===== src/color_bar_pattern_generator_core_assert.svh =====
// assertion macros shared by the color bar pattern generator rtl
`ifndef COLOR_BAR_PATTERN_GENERATOR_CORE_ASSERT_SVH
`define COLOR_BAR_PATTERN_GENERATOR_CORE_ASSERT_SVH

// same-cycle implication, checked outside reset
`define CBP_ASSERT_IMP(label, clk, rst_n, ante, cons) \
    label: assert property (@(posedge clk) disable iff (!rst_n) (ante) |-> (cons)) \
        else $error("cbp assertion failed");

// next-cycle implication, checked outside reset
`define CBP_ASSERT_NXT(label, clk, rst_n, ante, cons) \
    label: assert property (@(posedge clk) disable iff (!rst_n) (ante) |=> (cons)) \
        else $error("cbp assertion failed");

`endif


===== src/cbp_pkg.sv =====
// types, constants and the bar color table of the color bar pattern generator
`timescale 1ns / 1ps
`default_nettype none

package cbp_pkg;

    // sizes
    localparam int CBP_MAX_DIM   = 4096;
    localparam int CBP_COORD_W   = $clog2(CBP_MAX_DIM);
    localparam int CBP_DIM_W     = CBP_COORD_W + 1;
    localparam int CBP_THR_W     = CBP_DIM_W + 3;
    localparam int CBP_FRAME_W   = 24;
    localparam int CBP_DIVD_W    = CBP_FRAME_W + 2;
    localparam int CBP_BAND_H_W  = CBP_DIM_W - 4;
    localparam int CBP_CFG_IDX_W = 2;
    localparam int CBP_CFG_DAT_W = CBP_FRAME_W;

    // register indexes
    localparam logic [CBP_CFG_IDX_W-1:0] CBP_REG_FRAME_WIDTH  = 2'd0;
    localparam logic [CBP_CFG_IDX_W-1:0] CBP_REG_FRAME_HEIGHT = 2'd1;
    localparam logic [CBP_CFG_IDX_W-1:0] CBP_REG_TOTAL_FRAMES = 2'd2;

    // register reset values
    localparam logic [CBP_DIM_W-1:0]   CBP_WIDTH_RST  = 13'd640;
    localparam logic [CBP_DIM_W-1:0]   CBP_HEIGHT_RST = 13'd480;
    localparam logic [CBP_FRAME_W-1:0] CBP_TOTAL_RST  = 24'd300;

    localparam logic [7:0] CBP_ALPHA_ON = 8'd255;

    // input word
    typedef struct packed {
        logic [CBP_COORD_W-1:0] pixel_x;
        logic [CBP_COORD_W-1:0] pixel_y;
        logic [CBP_FRAME_W-1:0] frame_number;
    } cbp_in_t;

    // result word
    typedef struct packed {
        logic [7:0] red;
        logic [7:0] green;
        logic [7:0] blue;
        logic [7:0] alpha;
        logic       in_band;
        logic       end_of_stream;
    } cbp_out_t;

    // per-pixel data that rides along the remainder pipe
    typedef struct packed {
        logic [2:0]             bar;
        logic [CBP_COORD_W-1:0] pixel_y;
        logic                   eos;
    } cbp_side_t;

    // one remainder pipe stage
    typedef struct packed {
        logic [CBP_DIM_W-1:0]  rem;
        logic [CBP_DIVD_W-1:0] divd;
        cbp_side_t             side;
    } cbp_div_t;

    // eight-bar color table, {red, green, blue}
    function automatic logic [23:0] cbp_bar_color(input logic [2:0] bar);
        logic [23:0] rgb;
        case (bar)
            3'd0:    rgb = {8'd192, 8'd192, 8'd192};
            3'd1:    rgb = {8'd192, 8'd192, 8'd0};
            3'd2:    rgb = {8'd0,   8'd192, 8'd192};
            3'd3:    rgb = {8'd0,   8'd192, 8'd0};
            3'd4:    rgb = {8'd192, 8'd0,   8'd192};
            3'd5:    rgb = {8'd192, 8'd0,   8'd0};
            3'd6:    rgb = {8'd0,   8'd0,   8'd192};
            default: rgb = {8'd16,  8'd16,  8'd16};
        endcase
        return rgb;
    endfunction

endpackage

`default_nettype wire


===== src/cbp_rem_step.sv =====
// one restoring step of the band start remainder, one dividend bit per stage
`timescale 1ns / 1ps
`default_nettype none

module cbp_rem_step (
    input  wire logic                         clk,
    input  wire logic                         rst_n,
    input  wire logic                         en,
    input  wire logic                         in_valid,
    input  wire cbp_pkg::cbp_div_t            in_word,
    input  wire logic [cbp_pkg::CBP_DIM_W-1:0] divisor,
    output logic                              out_valid,
    output cbp_pkg::cbp_div_t                 out_word
);
    import cbp_pkg::*;

    logic              valid_reg;
    cbp_div_t          word_reg;
    cbp_div_t          word_next;
    logic [CBP_DIM_W:0] trial;
    logic [CBP_DIM_W:0] dvs;

    // shift in the next dividend bit and subtract when it fits
    always_comb
    begin
        trial = {in_word.rem, in_word.divd[CBP_DIVD_W-1]};
        dvs   = {1'b0, divisor};
        word_next      = in_word;
        word_next.divd = {in_word.divd[CBP_DIVD_W-2:0], 1'b0};
        if (trial >= dvs)
        begin
            word_next.rem = CBP_DIM_W'(trial - dvs);
        end
        else
        begin
            word_next.rem = CBP_DIM_W'(trial);
        end
    end

    // stage valid
    always_ff @(posedge clk or negedge rst_n)
    begin
        if (!rst_n)
        begin
            valid_reg <= 1'b0;
        end
        else if (en)
        begin
            valid_reg <= in_valid;
        end
    end

    // stage payload
    always_ff @(posedge clk)
    begin
        if (en)
        begin
            word_reg <= word_next;
        end
    end

    assign out_valid = valid_reg;
    assign out_word  = word_reg;

endmodule

`default_nettype wire


===== src/cbp_out_buf.sv =====
// two-word output buffer that decouples the pipe from the result consumer
`timescale 1ns / 1ps
`default_nettype none

module cbp_out_buf (
    input  wire logic              clk,
    input  wire logic              rst_n,
    input  wire logic              in_valid,
    input  wire cbp_pkg::cbp_out_t in_word,
    output logic                   in_ready,
    output logic                   out_valid,
    input  wire logic              out_ready,
    output cbp_pkg::cbp_out_t      out_word
);
    import cbp_pkg::*;

    logic     out_valid_reg;
    logic     out_valid_next;
    cbp_out_t out_word_reg;
    cbp_out_t out_word_next;
    logic     skid_valid_reg;
    logic     skid_valid_next;
    cbp_out_t skid_word_reg;
    cbp_out_t skid_word_next;
    logic     push;
    logic     take;

    assign in_ready = !skid_valid_reg;
    assign push     = in_valid && !skid_valid_reg;
    assign take     = out_valid_reg && out_ready;

    // refill the output word from the skid word first, then from the pipe
    always_comb
    begin
        out_valid_next  = out_valid_reg;
        out_word_next   = out_word_reg;
        skid_valid_next = skid_valid_reg;
        skid_word_next  = skid_word_reg;
        if (skid_valid_reg)
        begin
            if (take)
            begin
                out_word_next   = skid_word_reg;
                skid_valid_next = 1'b0;
            end
        end
        else if (push)
        begin
            if (!out_valid_reg || out_ready)
            begin
                out_valid_next = 1'b1;
                out_word_next  = in_word;
            end
            else
            begin
                skid_valid_next = 1'b1;
                skid_word_next  = in_word;
            end
        end
        else if (take)
        begin
            out_valid_next = 1'b0;
        end
    end

    // control
    always_ff @(posedge clk or negedge rst_n)
    begin
        if (!rst_n)
        begin
            out_valid_reg  <= 1'b0;
            skid_valid_reg <= 1'b0;
        end
        else
        begin
            out_valid_reg  <= out_valid_next;
            skid_valid_reg <= skid_valid_next;
        end
    end

    // payload
    always_ff @(posedge clk)
    begin
        out_word_reg  <= out_word_next;
        skid_word_reg <= skid_word_next;
    end

    assign out_valid = out_valid_reg;
    assign out_word  = out_word_reg;

endmodule

`default_nettype wire


===== src/color_bar_pattern_generator_core.sv =====
// top level of the color bar pattern generator
`timescale 1ns / 1ps
`default_nettype none

// Color bar pattern generator: takes one pixel word (column, row, frame) per clock and
// returns its RGBA color, one result word per input word, in order. Throughput is one
// word per clock while in_ready is high; the output buffer stalls the pipe when full.
// A word passes through one input register, one stage per bit of frame_number*4 (26
// stages) in the pipelined remainder unit that finds the band start row, and the
// output register. The output buffer holds two words, so the pipe keeps accepting
// while one finished word waits. Configuration registers are read directly by every
// stage and must be written only while no word is in flight.
module color_bar_pattern_generator_core (
    input  wire logic                              clk,
    input  wire logic                              rst_n,
    input  wire logic                              cfg_wr_en,
    input  wire logic [cbp_pkg::CBP_CFG_IDX_W-1:0] cfg_index,
    input  wire logic [cbp_pkg::CBP_CFG_DAT_W-1:0] cfg_data,
    input  wire logic                              in_valid,
    output logic                                   in_ready,
    input  wire cbp_pkg::cbp_in_t                  in_data,
    output logic                                   out_valid,
    input  wire logic                              out_ready,
    output cbp_pkg::cbp_out_t                      out_data
);
    import cbp_pkg::*;

    logic [CBP_DIM_W-1:0]   frame_width_reg;
    logic [CBP_DIM_W-1:0]   frame_height_reg;
    logic [CBP_FRAME_W-1:0] total_frames_reg;
    logic [CBP_DIM_W-1:0]   w_eff;
    logic [CBP_DIM_W-1:0]   h_eff;

    logic                   pipe_en;
    logic                   s0_valid_reg;
    cbp_in_t                s0_data_reg;

    logic                   stage_valid [0:CBP_DIVD_W];
    cbp_div_t               stage_word  [0:CBP_DIVD_W];

    logic [2:0]             bar_cnt;
    logic [CBP_THR_W-1:0]   thr;
    logic [CBP_THR_W-1:0]   x_scaled;

    logic [CBP_BAND_H_W-1:0] band_h;
    logic [CBP_DIM_W:0]      band_end;
    logic                    band;
    logic [23:0]             rgb;
    cbp_div_t                last_word;
    cbp_out_t                result;

    // configuration registers
    always_ff @(posedge clk or negedge rst_n)
    begin
        if (!rst_n)
        begin
            frame_width_reg  <= CBP_WIDTH_RST;
            frame_height_reg <= CBP_HEIGHT_RST;
            total_frames_reg <= CBP_TOTAL_RST;
        end
        else if (cfg_wr_en)
        begin
            case (cfg_index)
                CBP_REG_FRAME_WIDTH:  frame_width_reg  <= cfg_data[CBP_DIM_W-1:0];
                CBP_REG_FRAME_HEIGHT: frame_height_reg <= cfg_data[CBP_DIM_W-1:0];
                CBP_REG_TOTAL_FRAMES: total_frames_reg <= cfg_data[CBP_FRAME_W-1:0];
                default:              ;
            endcase
        end
    end

    // zero dimensions count as one
    assign w_eff = (frame_width_reg == '0) ? CBP_DIM_W'(1) : frame_width_reg;
    assign h_eff = (frame_height_reg == '0) ? CBP_DIM_W'(1) : frame_height_reg;

    assign in_ready = pipe_en;

    // input register
    always_ff @(posedge clk or negedge rst_n)
    begin
        if (!rst_n)
        begin
            s0_valid_reg <= 1'b0;
        end
        else if (pipe_en)
        begin
            s0_valid_reg <= in_valid;
        end
    end

    always_ff @(posedge clk)
    begin
        if (pipe_en)
        begin
            s0_data_reg <= in_data;
        end
    end

    // bar index: count the multiples k*width, k = 1..7, at or below 8*x
    always_comb
    begin
        thr      = '0;
        bar_cnt  = 3'd0;
        x_scaled = CBP_THR_W'({s0_data_reg.pixel_x, 3'b000});
        for (int k = 1; k < 8; k++)
        begin
            thr = CBP_THR_W'(w_eff) * CBP_THR_W'(k);
            if (x_scaled >= thr)
            begin
                bar_cnt = bar_cnt + 3'd1;
            end
        end
    end

    // seed the remainder pipe with frame*4 and the per-pixel side data
    always_comb
    begin
        stage_word[0].rem          = '0;
        stage_word[0].divd         = {s0_data_reg.frame_number, 2'b00};
        stage_word[0].side.bar     = bar_cnt;
        stage_word[0].side.pixel_y = s0_data_reg.pixel_y;
        stage_word[0].side.eos     = (s0_data_reg.frame_number >= total_frames_reg);
    end

    assign stage_valid[0] = s0_valid_reg;

    // band start = (frame*4) mod height, one dividend bit per stage
    for (genvar i = 0; i < CBP_DIVD_W; i++)
    begin : g_rem
        cbp_rem_step u_step (
            .clk       (clk),
            .rst_n     (rst_n),
            .en        (pipe_en),
            .in_valid  (stage_valid[i]),
            .in_word   (stage_word[i]),
            .divisor   (h_eff),
            .out_valid (stage_valid[i+1]),
            .out_word  (stage_word[i+1])
        );
    end

    assign last_word = stage_word[CBP_DIVD_W];

    // band test and color selection
    always_comb
    begin
        band_h = h_eff[CBP_DIM_W-1:4];
        if (band_h == '0)
        begin
            band_h = CBP_BAND_H_W'(1);
        end
        band_end = {1'b0, last_word.rem} + (CBP_DIM_W+1)'(band_h);
        band     = (CBP_DIM_W'(last_word.side.pixel_y) >= last_word.rem)
                && ((CBP_DIM_W+1)'(last_word.side.pixel_y) < band_end);
        rgb      = cbp_bar_color(last_word.side.bar);
        if (band)
        begin
            rgb = ~rgb;
        end
        if (last_word.side.eos)
        begin
            result.red           = 8'd0;
            result.green         = 8'd0;
            result.blue          = 8'd0;
            result.alpha         = 8'd0;
            result.in_band       = 1'b0;
            result.end_of_stream = 1'b1;
        end
        else
        begin
            result.red           = rgb[23:16];
            result.green         = rgb[15:8];
            result.blue          = rgb[7:0];
            result.alpha         = CBP_ALPHA_ON;
            result.in_band       = band;
            result.end_of_stream = 1'b0;
        end
    end

    // output buffer
    cbp_out_buf u_out_buf (
        .clk       (clk),
        .rst_n     (rst_n),
        .in_valid  (stage_valid[CBP_DIVD_W]),
        .in_word   (result),
        .in_ready  (pipe_en),
        .out_valid (out_valid),
        .out_ready (out_ready),
        .out_word  (out_data)
    );

    // checks
`include "color_bar_pattern_generator_core_assert.svh"

    `CBP_ASSERT_IMP(a_rem_below_height, clk, rst_n, stage_valid[CBP_DIVD_W], last_word.rem < h_eff)
    `CBP_ASSERT_IMP(a_eos_black, clk, rst_n, out_valid && out_data.end_of_stream, out_data.red == 8'd0 && out_data.green == 8'd0 && out_data.blue == 8'd0 && out_data.alpha == 8'd0 && !out_data.in_band)
    `CBP_ASSERT_IMP(a_band_inverted, clk, rst_n, out_valid && out_data.in_band, out_data.red == 8'd255 || out_data.red == 8'd63 || out_data.red == 8'd239)
    `CBP_ASSERT_NXT(a_stall_holds_pipe, clk, rst_n, !pipe_en && stage_valid[CBP_DIVD_W], stage_valid[CBP_DIVD_W])

endmodule

`default_nettype wire


===== config.mk =====
export PLATFORM = sky130hd
export DESIGN_NAME = color_bar_pattern_generator_core
export DESIGN_NICKNAME = d
export VERILOG_FILES = /design/src/cbp_pkg.sv /design/src/cbp_rem_step.sv /design/src/cbp_out_buf.sv /design/src/color_bar_pattern_generator_core.sv
export VERILOG_INCLUDE_DIRS = /design/src /design/src/src
export SDC_FILE = /design/constraint.sdc
export NUM_CORES = 2
export LEC_CHECK = 0
export BUFFER_PORTS_ARGS = -buffer_cell sky130_fd_sc_hd__buf_2
export CAP_MARGIN = 20
export CELL_PAD_IN_SITES_DETAIL_PLACEMENT = 0
export CELL_PAD_IN_SITES_GLOBAL_PLACEMENT = 2
export CORE_AREA = 2 2 366 368
export DETAILED_ROUTE_END_ITERATION = 12
export DIE_AREA = 0 0 368 370
export GPL_TIMING_DRIVEN = 0
export PLACE_DENSITY_LB_ADDON = 0.1
export SLEW_MARGIN = 0
export SYNTH_ARGS = -nofsm -noshare
export SYNTH_HDL_FRONTEND = slang
export SYNTH_SLANG_ARGS = --single-unit

===== constraint.sdc =====
create_clock -name clk -period 31.5 [get_ports clk]
set_input_delay 1.575 -clock clk [delete_from_list [all_inputs] [get_ports clk]]
set_output_delay 1.575 -clock clk [all_outputs]
set_load 0.01 [all_outputs]

==> reports/qor.yml <==
status:
  status: "finished clean"
die:
  die_h_um: 370
  core_area_um2: 132000
  dieWidth_um: 368
  io_pins: 115
  die_area_um2: 136000
  rows: 134
  start_util_pct: 44.6
timing:
  slew_violations: 0
  setup_viol_count_final: 0
  hold_viol_final: 0
  fin_crit_sh_pct: 26.4
  finalWorstSetupSlack_ps: 23180
  min_period_ps: 8320
  relSlewSlack_pct: 41.8
  finalClockSkew_ps: 48.9
  tightest_slew_ps: 873
  fmax_ghz: 0.120
  rsz0062_at_grt: "no"
  setup_tns_ps: 0
setup_path:
  r2r-start: "frame_width_reg[11]"
  path_class: "reg -> reg"
  path_buf_inv: 5
  startpoint_type: "flop"
  rrSetupSlack_ps: 23180
  r2r_end: "g_rem[0].u_step.out_word[14]"
  rr_worst_depth: 30
  crit_path_end_kind: "flop"
  max_stage_delay_ps: 560
  cp_max_fo: 10
  arrival_ps: 8820
  cp-startpoint: "frame_width_reg[11]"
  critPathMostFrequentCell: "ha_1"
  crit_required_ps: 32000
  crit_family: "compound AO/OA/AOI/OAI gates"
  worst_path_max_delay_cell: "dfrtp_1"
yosys:
  async_flop_share_pct: 6.75
  synth_nets: 5132
  syn_inst: 4497
  synth_most_common_cell: "edfxtp_1"
  synthesis.area_um2: 59100
  syn_avg_cell_area_um2: 13.1
  synthTopCellsByCount: "edfxtp_1 (1092), ha_1 (517), a21oi_1 (430), nor2_1 (303), inv_1 (206)"
  synth_edf_count: 1092
  synth_top_area_cell: "edfxtp_1"
  ys.flop_type: "edfxtp_1"
  ys_types: 81
  ys_ff_latch: 1171
  yosysSeqAreaShare_pct: 58.9
  synth_top_cells_by_area: "edfxtp_1 (55%), ha_1 (11%), a21oi_1 (3.6%)"
  yosysWarningCount: 0
  synth_top_area_share_pct: 55.5
final_layout:
  nFillCells: 11700
  final_layout_size_suffix_gt1_share_pct: 12.5
  area_growth_pct: 12.8
  seq_area_um2: 34800
  antennaDiodeCount: 0
  multi_input_area_um2: 23000
  fin_nets: 5406
  largest_register_ffs: 1030
power:
  peakVddDrop_mv: 0.0650
  leakage_nw: 26.4
  power_density_nw_per_um2: 130
global_route:
  grt_start_max_net_pins: 143
  grt_pass1_wl_mm: 196
  antenna_found_initial: 2
  grt_use_total_pct: 18.4
  grt_pass1_vias: 35000
  overflow: 0
route:
  drt_iter0_drc: 2141
  drt_wl_total_mm: 124
  via_per_inst: 5.27
  ant_nets: 0
  wire_per_inst_um: 18.6
  drcViolationCount: 0
  dr.pass1.iters: 5
  vias: 35000
clock_tree:
  cts_setup_buffers: 0
  worst_skew_pair.late_latency_ps: 770
  root_buffer: "clkbuf_16"
  cts-htree-levels: 4
  hold_buffers: 0
  cts_tree: "done"
  cts.sinks: 1171
  clkTransAtPathRegs_ps: 60
  cts.path.max_buffers: 3
  cts_buffers: 134
  ctsResizeCount: 0
worst_hold_path:
  min-delay-path-class: "reg -> reg"
  hold_end: "g_rem[7].u_step.out_word[27]"
  holdPathStages: 0
  hp-start: "g_rem[6].u_step.out_word[26]"
placed_design:
  portBuffers: 114
  gp_congestion: 0.811
  post-place-ws_ps: 23170
  dp_hpwl_mm: 87.5
flow_run:
  cap_viol_max_count: 0
-- power by group --
| group | internal, W | switching [W] | leakage, nW |
|---|---|---|---|
| Clock | 0.000863 | 0.000634 | 2.05 |
| Sequential | 0.00298 | 0.000345 | 11.8 |
| Combinational | 0.00166 | 0.00217 | 12.5 |
-- stage by stage --
step | power, W | hold slack [ps] | cells | cell area (um^2) | utilization, %
6_report | 0.00865 | 408 | 6642 | 66700 | 50.3
5_1_grt | 0.00937 | 413 | 6642 | 66700 | 50.3
4_1_cts | 0.00876 | 407 | 6641 | 66700 | 50.3
3_5_place_dp | 0.00719 | 405 | 6402 | 62400 | 47.1
3_3_place_gp | 0.00794 | 400 | 6379 | 61900 | 46.7
2_1_floorplan | 0.00674 | 400 | 4497 | 59100 | -
-- cell type report --
type	instances	share of cell area, %
repair buffers	138	1.65
multi-input cells	3017	34.6
inverters	206	1.17
clock inverters	73	1.10
well taps	1768	3.32
flip-flops and latches	1171	52.2
clock buffers	166	5.29
plain buffers	103	0.743
-- routing by layer --
metal  up-vias  share of wire, %  wire length (um)  global-route usage (%)
met4         0               2.2              2720                    5.23
li1      17600                 -                 -                       -
met5         -                 0                 0                       0
met3       171               3.8              4750                    3.06
met1     16700                48             59700                    26.0
met2       578                46             56600                    29.3
-- logic make-up after synthesis --
group                      count (synthesis)  synth area share, %
adders and majority gates                557                 12.3
buffers and inverters                    309                 2.14
and+or+nand+nor                          943                 7.97
xor gates and xnor gates                 292                 4.36
muxes                                    186                 3.55
DFF                                     1171                 58.9
AOI/OAI and AO/OA                       1039                 10.8
-- layout by cell type, fill, tap and decap left out, types with 143 or more instances in the layout --
cell type and instances:
nor2_1 303, o21ai_0 173, edfxtp_1 1092, mux2_2 182, a21o_1 196, xnor2_1 172, ha_1 517, a21oi_1 430
inv_1 192, nor3_1 143
-- worst max-delay path by stage --
stage               depth (start not counted)                            to  slack, ps
global route                               30  g_rem[0].u_step.out_word[14]      22670
CTS                                        30  g_rem[0].u_step.out_word[14]      23160
global placement                            4        u_out_buf.out_word[16]      -2840
finish                                     30  g_rem[0].u_step.out_word[14]      23180
detailed placement                         30  g_rem[0].u_step.out_word[14]      23170
floorplan                                   4         u_out_buf.out_word[0]       6830
Note: power is estimated with default switching activity, not from simulation.
